<file path="src/hw/rtl/ngve_pkg.sv">
// Shared types, character codes and helper functions for the GGA/VTG field extractor.
package ngve_pkg;

    // Longest field kept; further characters are dropped and flagged
    localparam int MAX_FIELD_LEN = 16;
    localparam int CHAR_W        = $clog2(MAX_FIELD_LEN + 1);

    // Sentence classification
    typedef enum logic [1:0] {
        KIND_WAIT = 2'd0,
        KIND_GGA  = 2'd1,
        KIND_VTG  = 2'd2,
        KIND_REJ  = 2'd3
    } t_kind;

    // Field tags on the result channel
    typedef enum logic [2:0] {
        TAG_TIME  = 3'd0,
        TAG_LAT   = 3'd1,
        TAG_LON   = 3'd2,
        TAG_SATS  = 3'd3,
        TAG_ALT   = 3'd4,
        TAG_SPEED = 3'd5,
        TAG_NONE  = 3'd7
    } t_tag;

    localparam logic [2:0] HDR_LEN = 3'd6;
    localparam logic [2:0] HDR_SPLIT_POS = 3'd3;

    // Character codes
    localparam logic [7:0] CH_NUL   = 8'd0;
    localparam logic [7:0] CH_TAB   = 8'd9;
    localparam logic [7:0] CH_LF    = 8'd10;
    localparam logic [7:0] CH_VT    = 8'd11;
    localparam logic [7:0] CH_FF    = 8'd12;
    localparam logic [7:0] CH_CR    = 8'd13;
    localparam logic [7:0] CH_SPACE = 8'd32;
    localparam logic [7:0] CH_COMMA = 8'd44;

    localparam logic [3:0] COMMA_MAX = 4'd15;

    // Expected header byte: "$GPGGA" or "$GPVTG"
    function automatic logic [7:0] f_hdr_byte(input logic is_vtg, input logic [2:0] pos);
        logic [7:0] ch;
        case (pos)
            3'd0:    ch = "$";
            3'd1:    ch = "G";
            3'd2:    ch = "P";
            3'd3:    ch = is_vtg ? "V" : "G";
            3'd4:    ch = is_vtg ? "T" : "G";
            3'd5:    ch = is_vtg ? "G" : "A";
            default: ch = 8'd0;
        endcase
        return ch;
    endfunction

    // Which output field the current comma count selects
    function automatic t_tag f_route(input t_kind kind, input logic [3:0] commas);
        t_tag tag;
        tag = TAG_NONE;
        if (kind == KIND_GGA) begin
            case (commas)
                4'd1:    tag = TAG_TIME;
                4'd2:    tag = TAG_LAT;
                4'd4:    tag = TAG_LON;
                4'd7:    tag = TAG_SATS;
                4'd9:    tag = TAG_ALT;
                default: tag = TAG_NONE;
            endcase
        end else if (kind == KIND_VTG && commas == 4'd7) begin
            tag = TAG_SPEED;
        end
        return tag;
    endfunction

endpackage

</file>
<file path="src/hw/rtl/nmea_gga_vtg_field_extractor.sv">
// Top level: byte-wise NMEA GGA/VTG header match, comma counting and field routing.
// Path: a beat accepted into the input register passes the parse stage, and its result (if any)
//   is loaded into the output register once the output is not stalled.
// Throughput: one byte per cycle while the output is not stalled; the sentence state is updated once per byte in the
//   parse stage between the input register and the result register.
// Reset (synchronous, active low) clears both valid flags and all sentence state.
module nmea_gga_vtg_field_extractor
    import ngve_pkg::*;
(
    input  logic       i_clk,
    input  logic       i_rst_n,
    input  logic       i_valid,
    output logic       o_stall,
    input  logic [7:0] i_rx_byte,
    output logic       o_valid,
    input  logic       i_stall,
    output logic [2:0] o_field_tag,
    output logic [3:0] o_char_pos,
    output logic [7:0] o_char_code,
    output logic       o_field_done,
    output logic [4:0] o_field_len,
    output logic       o_field_overflow
);

    // Input register
    logic       r_in_valid;
    logic [7:0] r_in_byte;

    // Sentence state
    logic [2:0]        r_hdr_pos,  n_hdr_pos;
    t_kind             r_kind,     n_kind;
    logic [3:0]        r_commas,   n_commas;
    logic [CHAR_W-1:0] r_chars,    n_chars;
    logic              r_ovf,      n_ovf;
    logic              r_stopped,  n_stopped;

    // Result register
    logic       r_out_valid;
    logic [2:0] r_tag;
    logic [3:0] r_pos;
    logic [7:0] r_code;
    logic       r_done;
    logic [4:0] r_len;
    logic       r_out_ovf;

    // Parse-stage result
    logic       w_res;
    logic [2:0] w_tag;
    logic [3:0] w_pos;
    logic [7:0] w_code;
    logic       w_done;
    logic [4:0] w_len;
    logic       w_ovf;

    logic       w_out_ready;
    logic       w_adv;
    logic [7:0] w_exp;
    t_tag       w_route;
    logic [CHAR_W+4:0] w_chars_ext;

    // Handshake
    assign w_out_ready = !r_out_valid || !i_stall;
    assign w_adv       = r_in_valid && w_out_ready;
    assign o_stall     = r_in_valid && !w_out_ready;

    assign w_exp       = f_hdr_byte(r_kind == KIND_VTG, r_hdr_pos);
    assign w_route     = f_route(r_kind, r_commas);
    assign w_chars_ext = {5'd0, r_chars};

    // Parse stage: next state and result for the byte in the input register
    always_comb begin
        n_hdr_pos = r_hdr_pos;
        n_kind    = r_kind;
        n_commas  = r_commas;
        n_chars   = r_chars;
        n_ovf     = r_ovf;
        n_stopped = r_stopped;
        w_res     = 1'b0;
        w_tag     = w_route;
        w_pos     = 4'd0;
        w_code    = 8'd0;
        w_done    = 1'b0;
        w_len     = 5'd0;
        w_ovf     = r_ovf;

        if (r_in_byte == CH_CR || r_in_byte == CH_LF) begin
            // line end: start a fresh sentence
            n_hdr_pos = 3'd0;
            n_kind    = KIND_WAIT;
            n_commas  = 4'd0;
            n_chars   = '0;
            n_ovf     = 1'b0;
            n_stopped = 1'b0;
        end else if (r_kind == KIND_REJ || r_stopped) begin
            // ignore until line end
        end else if (r_hdr_pos < HDR_LEN) begin
            // header match
            if (r_hdr_pos == HDR_SPLIT_POS) begin
                if (r_in_byte == f_hdr_byte(1'b0, r_hdr_pos)) begin
                    n_kind    = KIND_GGA;
                    n_hdr_pos = r_hdr_pos + 3'd1;
                end else if (r_in_byte == f_hdr_byte(1'b1, r_hdr_pos)) begin
                    n_kind    = KIND_VTG;
                    n_hdr_pos = r_hdr_pos + 3'd1;
                end else begin
                    n_kind = KIND_REJ;
                end
            end else if (r_in_byte == w_exp) begin
                n_hdr_pos = r_hdr_pos + 3'd1;
            end else begin
                n_kind = KIND_REJ;
            end
        end else if (r_in_byte inside {CH_SPACE, CH_TAB, CH_VT, CH_FF, CH_NUL}) begin
            n_stopped = 1'b1;
        end else if (r_in_byte == CH_COMMA) begin
            // comma closes the field
            if (w_route != TAG_NONE) begin
                w_res  = 1'b1;
                w_done = 1'b1;
                w_len  = w_chars_ext[4:0];
            end
            if (r_commas != COMMA_MAX) begin
                n_commas = r_commas + 4'd1;
            end
            n_chars = '0;
            n_ovf   = 1'b0;
        end else if (w_route != TAG_NONE) begin
            // routed character, kept while there is room
            if (r_chars < CHAR_W'(MAX_FIELD_LEN)) begin
                w_res   = 1'b1;
                w_pos   = w_chars_ext[3:0];
                w_code  = r_in_byte;
                n_chars = r_chars + 1'b1;
            end else begin
                n_ovf = 1'b1;
            end
        end
    end

    // Input register
    always_ff @(posedge i_clk) begin
        if (!i_rst_n) begin
            r_in_valid <= 1'b0;
        end else if (!o_stall) begin
            r_in_valid <= i_valid;
        end
        if (!o_stall) begin
            r_in_byte <= i_rx_byte;
        end
    end

    // Sentence state
    always_ff @(posedge i_clk) begin
        if (!i_rst_n) begin
            r_hdr_pos <= 3'd0;
            r_kind    <= KIND_WAIT;
            r_commas  <= 4'd0;
            r_chars   <= '0;
            r_ovf     <= 1'b0;
            r_stopped <= 1'b0;
        end else if (w_adv) begin
            r_hdr_pos <= n_hdr_pos;
            r_kind    <= n_kind;
            r_commas  <= n_commas;
            r_chars   <= n_chars;
            r_ovf     <= n_ovf;
            r_stopped <= n_stopped;
        end
    end

    // Result register
    always_ff @(posedge i_clk) begin
        if (!i_rst_n) begin
            r_out_valid <= 1'b0;
        end else if (w_out_ready) begin
            r_out_valid <= w_adv && w_res;
        end
        if (w_adv && w_res) begin
            r_tag     <= w_tag;
            r_pos     <= w_pos;
            r_code    <= w_code;
            r_done    <= w_done;
            r_len     <= w_len;
            r_out_ovf <= w_ovf;
        end
    end

    assign o_valid          = r_out_valid;
    assign o_field_tag      = r_tag;
    assign o_char_pos       = r_pos;
    assign o_char_code      = r_code;
    assign o_field_done     = r_done;
    assign o_field_len      = r_len;
    assign o_field_overflow = r_out_ovf;

    // Checks
    a_tag_routed: assert property (@(posedge i_clk) disable iff (!i_rst_n)
        r_out_valid |-> (r_tag <= TAG_SPEED))
        else $error("result beat carries an unrouted tag");

    a_done_clean: assert property (@(posedge i_clk) disable iff (!i_rst_n)
        (r_out_valid && r_done) |-> (r_pos == 4'd0 && r_code == 8'd0))
        else $error("done beat carries character data");

    a_char_clean: assert property (@(posedge i_clk) disable iff (!i_rst_n)
        (r_out_valid && !r_done) |-> (r_len == 5'd0 && !r_out_ovf))
        else $error("character beat carries length or overflow");

    a_hdr_bound: assert property (@(posedge i_clk) disable iff (!i_rst_n)
        r_hdr_pos <= HDR_LEN)
        else $error("header position past header length");

    a_chars_bound: assert property (@(posedge i_clk) disable iff (!i_rst_n)
        r_chars <= CHAR_W'(MAX_FIELD_LEN))
        else $error("field character count past limit");

    a_ovf_full: assert property (@(posedge i_clk) disable iff (!i_rst_n)
        r_ovf |-> (r_chars == CHAR_W'(MAX_FIELD_LEN)))
        else $error("overflow flagged on a field that is not full");

endmodule

</file>
<file path="config.mk">
export PLATFORM = sky130hd
export DESIGN_NAME = nmea_gga_vtg_field_extractor
export DESIGN_NICKNAME = d
export VERILOG_FILES = /design/src/hw/rtl/ngve_pkg.sv /design/src/hw/rtl/nmea_gga_vtg_field_extractor.sv
export SDC_FILE = /design/constraint.sdc
export NUM_CORES = 1
export LEC_CHECK = 0
export BUFFER_PORTS_ARGS = -buffer_cell sky130_fd_sc_hd__buf_4
export CORE_ASPECT_RATIO = 1.25
export CORE_MARGIN = 2
export CORE_UTILIZATION = 53
export DETAILED_ROUTE_END_ITERATION = 8
export GPL_TIMING_DRIVEN = 1
export HOLD_SLACK_MARGIN = 0.05
export PLACE_DENSITY_LB_ADDON = 0.08
export SYNTH_ARGS = -nofsm -noshare
export SYNTH_HDL_FRONTEND = slang
export SYNTH_SLANG_ARGS = --single-unit
</file>
<file path="constraint.sdc">
create_clock -name i_clk -period 12.9 [get_ports i_clk]
set_clock_uncertainty 0.15 [all_clocks]
set_input_delay 2.58 -clock i_clk [delete_from_list [all_inputs] [get_ports i_clk]]
set_output_delay 2.58 -clock i_clk [all_outputs]
set_load 0.02 [all_outputs]
</file>
==> impl_metrics.tcl, run 1 <==
set metrics [dict create \
    grt_start_max_net_pins 24 \
    grt_overflow 0 \
    die_area_mm2 0.00563 \
    nets 308 \
    p_sw_uw 61.3 \
    yosys.area.top_type "edfxtp_1" \
    instances_no_fill 347 \
    synthTopCellsByCount "edfxtp_1, and2_1, nor2_1, dfxtp_1, nand2_1" \
    drive_gt1_frac 0.202 \
    drt_iter0_drc 176 \
    path_class "in2out" \
    gp_congestion 0.794 \
    hpwl_mm 3.69 \
    finalPower_uw 275 \
    worst_slack_ns 6.80 \
    drc_errors 0 \
    synth.most_common_cell "edfxtp_1" \
    grt_util_met1 0.233 \
    ios 36 \
    vias_per_cell 5.83 \
    ys_seq_area_frac 0.472 \
    ys_async_sr_fraction 0 \
    cts_resized 0 \
    power.leakage_nw 1.16 \
    finalCritPeriodShare 0.473 \
    start_util 0.557 \
    hold-path-endpoint "o_field_overflow$_DFFE_PP_" \
    synthFlopType "edfxtp_1" \
    dp.cells 339 \
    swShare 0.223 \
    clkPwrFrac 0.341 \
    pwr-share-seq 0.608 \
    cap_violations 0 \
    clock-sinks 48 \
    slew_violations 0 \
    internal_power_uw 214 \
    pwr-share-comb 0.051 \
    min-delay-start "r_ovf$_SDFFE_PN0P_" \
    wl_per_cell_um 14.4 \
    worst_pin_slew_ns 1.15 \
    yosysWarnings 0 \
    synth_top_area_frac 0.337 \
    worstHoldPathCells 0 \
    grt_pass1_wl_mm 8.83 \
    setup_tns_ns 0 \
    numCtsBuffers 5 \
    r2r_end "o_field_len[3]$_SDFFCE_PP0P_" \
    cts_tree "built" \
    ys_types 59 \
    detail-route-antenna-nets 0 \
    postCtsSetupRepairBufs 0 \
    portBuffers 35 \
    arrival_ns 3.37 \
    coreArea_mm2 0.00480 \
    power_density_mw_per_mm2 89.6 \
    hold_viol_final 0 \
    cts_root_buf "clkbuf_8" \
    area_delta_synth_final_pct 15.0 \
    clkTransAtPathRegs_ns 0.09 \
    dpl_cell_area_mm2 0.00298 \
    num_vias 2023 \
    setup-violations-final 0 \
    ff2ff_path_depth 6 \
    synth_edf_count 30 \
    busiest_layer "met2" \
    drt_first_pass_iters 4 \
    critPathMaxFanout 9 \
    startpoint "i_stall" \
    slew-limit-headroom 0.233 \
    final_area_mm2 0.00307 \
    totalWireLength_mm 4.99 \
    rsz0062_at_grt "false" \
    ir_worst_vdd_mv 0.0820 \
    utilization 0.640 \
    required_ns 10.17 \
    pre_cts_slack_ns 6.78 \
    antenna_found_initial 0 \
    clockBufferDepth 2 \
    run_status "complete, no violations" \
    syn_nets 276 \
    worstSetupEndpointType "output port" \
    setup.worst_path.start_class "input port" \
    timing.rr.start "r_commas[0]$_SDFFE_PN0P_" \
    cts_hold_buf 0 \
    use_met2 0.347 \
    syn-mean-instance-area_um2 10.5 \
    die_h_um 83.4 \
    synth_area_leaders "edfxtp_1, dfxtp_1, and2_1, ha_1, nor2_1" \
    ff2ff_setup_slack_ns 9.59 \
    syn_area_mm2 0.00267 \
    hold_ws_ns 0.291 \
    grt_pass1_vias 1991 \
    diodes 0 \
    insertion_delay_ns 0.30 \
    period_minus_slack_ns 6.10 \
    worstHoldPathType "reg2reg" \
    grt_usage 0.200 \
    dieWidth_um 67.5 \
    ys_ff_latch 48 \
    rows 28 \
    fmax_ghz 0.164 \
    synth_cells 254 \
    htree_num_levels 2 \
    grtUsageMet3 0.0434 \
]
==> layout make-up <==
cell class	instances	area [µm²]
Timing Repair Buffer	36	270
Clock buffer	6	82.6
Multi-Input combinational cell	185	1330
Sequential cell	48	1260
Clock inverter	2	13.8
Fill cell	415	1730
Tap cell	60	75.1
Inverter	10	37.5
==> critical path, stage by stage <==
cell and delay, ns:
buf_4 0.10, and2_1 0.16, nand2_1 0.26, inv_1 0.10
buf_4 0.17
==> power by group through the flow <==
| stage | clock network [mW] | logic [mW] | registers (mW) |
|---|---|---|---|
| 3_3_place_gp | 0 | 0.0137 | 0.171 |
| 5_1_grt | 0.103 | 0.0157 | 0.168 |
| 4_1_cts | 0.0964 | 0.0140 | 0.167 |
| 2_1_floorplan | 0 | 0.0110 | 0.169 |
| 6_report | 0.0939 | 0.0140 | 0.167 |
| 3_5_place_dp | 0 | 0.0139 | 0.171 |
==> sequential cells by signal, summed over array words and instances (netlist names) <==
name	flops
o_char_pos	4
o_field_done	1
o_valid	1
r_hdr_pos	3
r_chars	5
r_kind	2
o_field_tag	3
r_in_valid	1
r_commas	4
r_stopped	1
o_field_overflow	1
o_char_code	8
o_field_len	5
r_in_byte	8
r_ovf	1
==> worst max path at each step <==
stage / endpoint / depth (start not counted)
after floorplan: o_char_code[0]$_SDFFCE_PP0P_ / 5
after global placement: o_stall / 5
after detailed placement: o_stall / 5
after CTS: o_stall / 5
after global routing: o_stall / 5
final: o_stall / 5
==> routing by layer <==
layer	wire [µm]	vias to the layer above	part of all wire
met5	0	-	0
met4	71	0	0.014
met3	164	7	0.033
met2	2670	38	0.54
met1	2080	972	0.42
li1	-	1006	-
==> kinds of logic after synthesis <==
| group | after synthesis | synth area share |
|---|---|---|
| fa+ha+maj | 10 | 0.0468 |
| compound gates | 42 | 0.137 |
| flops | 48 | 0.472 |
| mux | 4 | 0.0155 |
| simple gates | 120 | 0.267 |
| xor+xnor | 9 | 0.0295 |
| buf+inv | 21 | 0.0314 |
==> cell usage in the layout, fill, tap and decap left out, drive strengths merged, types with 10 or more instances in the layout <==
cell    Yosys  routed
buf         2      36
ha         10      10
nand4      10      10
edfxtp     30      30
dfxtp      18      18
nand2      14      14
and2       20      20
inv        10      11
nor2       19      19
(Power assumes the default switching activity.)
==> inputs of run 2 (changes only) <==
--- a/config.mk
+++ b/config.mk
@@ -5,10 +5,11 @@
 export SDC_FILE = /design/constraint.sdc
 export NUM_CORES = 1
 export LEC_CHECK = 0
+export ABC_AREA = 1
 export BUFFER_PORTS_ARGS = -buffer_cell sky130_fd_sc_hd__buf_4
 export CORE_ASPECT_RATIO = 1.25
 export CORE_MARGIN = 2
-export CORE_UTILIZATION = 53
+export CORE_UTILIZATION = 52
 export DETAILED_ROUTE_END_ITERATION = 8
 export GPL_TIMING_DRIVEN = 1
 export HOLD_SLACK_MARGIN = 0.05
==> constraint.sdc (replaced) <==
create_clock -name i_clk -period 5 [get_ports i_clk]
set_clock_uncertainty 0.15 [all_clocks]
set_input_delay 1 -clock i_clk [delete_from_list [all_inputs] [get_ports i_clk]]
set_output_delay 1 -clock i_clk [all_outputs]
set_load 0.02 [all_outputs]
==> impl_metrics.tcl, run 2 <==
set metrics [dict create \
    worst_slack_ns 2.09 \
    numCtsBuffers 5 \
    detail-route-antenna-nets 0 \
    die_h_um 83.1 \
    drc_errors 0 \
    clock-sinks 48 \
    grt_pass1_vias 1874 \
    hold_viol_final 0 \
    cts_root_buf "clkbuf_8" \
    rows 28 \
    startpoint "i_stall" \
    hold_ws_ns 0.293 \
    rsz0062_at_grt "false" \
    synth_top_area_frac 0.346 \
    setup.worst_path.start_class "input port" \
    worstPathCellList "buf_4 > nand3_1 > inv_1 > buf_4" \
    syn_area_mm2 0.00260 \
    path_class "in2out" \
    slew-limit-headroom 0.473 \
    synthFlopType "edfxtp_1" \
    final_cell_mix "nand2_1, nor2_1, inv_1, buf_4, edfxtp_1" \
    ff2ff_setup_slack_ns 2.45 \
    arrival_ns 1.76 \
    diodes 0 \
    htree_num_levels 2 \
    cts_tree "built" \
    fmax_ghz 0.343 \
    cts_hold_buf 0 \
    ir_worst_vdd_mv 0.138 \
    grt_pass1_wl_mm 8.20 \
    yosys.area.top_type "edfxtp_1" \
    nets 375 \
    critPathCapture "o_stall" \
    antenna_found_initial 0 \
    grt_usage 0.189 \
    setup-violations-final 0 \
    drt_iter0_drc 143 \
    worst_pin_slew_ns 0.790 \
    drive_gt1_frac 0.201 \
    ff2ff_path_depth 7 \
    ys_ff_latch 48 \
    power_density_mw_per_mm2 240 \
    required_ns 3.85 \
    ys_types 31 \
    wl_per_cell_um 11.8 \
    finalCritPeriodShare 0.583 \
    coreArea_mm2 0.00476 \
    totalWireLength_mm 4.88 \
    period_minus_slack_ns 2.91 \
    path_depth 4 \
    die_area_mm2 0.00560 \
    start_util 0.547 \
    synth_area_leaders "edfxtp_1, dfxtp_1, nand2_1, nor2_1, inv_1" \
    r2r_end "o_char_code[7]$_SDFFCE_PP0P_" \
    slew_violations 0 \
    critical-path-max-stage-delay_ns 0.34 \
    timing.rr.start "r_in_byte[0]$_DFFE_PN_" \
    yosysWarnings 0 \
    power.leakage_nw 1.30 \
    num_vias 2114 \
    setup_tns_ns 0 \
    worstSetupEndpointType "output port" \
    gp_congestion 0.862 \
    drt_first_pass_iters 4 \
    critPathMaxFanout 9 \
    ys_seq_area_frac 0.484 \
    cts_resized 0 \
    instances_no_fill 414 \
    grt_overflow 0 \
    pre_cts_slack_ns 2.04 \
    hpwl_mm 3.80 \
    synth_cells 313 \
    syn-mean-instance-area_um2 8.32 \
    ios 36 \
    dieWidth_um 67.3 \
    final_common_cell "nand2_1" \
    crit_top_cell "buf_4" \
    synth.most_common_cell "nand2_1" \
    worstHoldPathType "reg2reg" \
    ys_async_sr_fraction 0 \
    path_delay_family "buffers and inverters" \
    crit_buf_inv 3 \
    synth_edf_count 30 \
    insertion_delay_ns 0.30 \
    postCtsSetupRepairBufs 0 \
    synthTopCellsByCount "nand2_1, nor2_1, inv_1, edfxtp_1, nand3_1" \
    clockBufferDepth 2 \
    area_delta_synth_final_pct 16.9 \
    clkTransAtPathRegs_ns 0.09 \
    cpMaxStageDelayCell "nand3_1" \
    cap_violations 0 \
    dp.cells 406 \
    portBuffers 35 \
    run_status "complete, no violations" \
    vias_per_cell 5.11 \
    syn_nets 335 \
    grt_start_max_net_pins 23 \
]
## run 2: kinds of logic after synthesis
family	count (synthesis)	synth area share
flops	48	0.484
xor+xnor	3	0.0101
compound gates	34	0.0764
buf+inv	49	0.0730
simple gates	169	0.308
fa+ha+maj	10	0.0480
## run 2: area by class of cell
class,count,area (µm²)
sequential,48,1260
multi-input combinational,216,1150
timing repair buffer,35,263
fill,428,1720
tap,60,75.1
inverter,47,181
clock inverter,2,16.3
clock buffer,6,93.8
## run 2: metal layers
layer | share of wire | global-route usage | up-vias
met5 | 0 | 0 | -
met4 | 0.013 | 0.0557 | 0
met3 | 0.052 | 0.0325 | 7
met2 | 0.49 | 0.325 | 56
met1 | 0.44 | 0.237 | 945
li1 | - | - | 1106
## run 2: how the worst min path moves through the flow
| stage | endpoint | cells past startpoint | startpoint | slack, ns |
|---|---|---|---|---|
| after CTS | o_field_overflow$_DFFE_PP_ | 0 | r_ovf$_SDFFE_PN0P_ | 0.30 |
| after floorplan | o_field_overflow$_DFFE_PP_ | 0 | r_ovf$_SDFFE_PN0P_ | 0.26 |
| after global placement | o_field_overflow$_DFFE_PP_ | 0 | r_ovf$_SDFFE_PN0P_ | 0.27 |
| after detailed placement | o_field_overflow$_DFFE_PP_ | 0 | r_ovf$_SDFFE_PN0P_ | 0.27 |
| final | o_field_overflow$_DFFE_PP_ | 0 | r_ovf$_SDFFE_PN0P_ | 0.29 |
| after global routing | o_field_overflow$_DFFE_PP_ | 0 | r_ovf$_SDFFE_PN0P_ | 0.31 |
## run 2: per-stage QoR
step | util | total power, mW | instance area [µm²]
2_1_floorplan | - | 0.461 | 2610
3_3_place_gp | 0.616 | 0.474 | 2930
3_5_place_dp | 0.616 | 0.474 | 2930
4_1_cts | 0.639 | 0.737 | 3040
5_1_grt | 0.639 | 0.757 | 3040
6_report | 0.639 | 0.731 | 3040
## run 2: power breakdown
group / switching [mW] / total (mW) / internal (mW) / leakage (nW)
combinational: 0.0223 / 0.0374 / 0.0150 / 0.868
clock: 0.134 / 0.265 / 0.131 / 0.0530
sequential: 0.00653 / 0.428 / 0.422 / 0.378
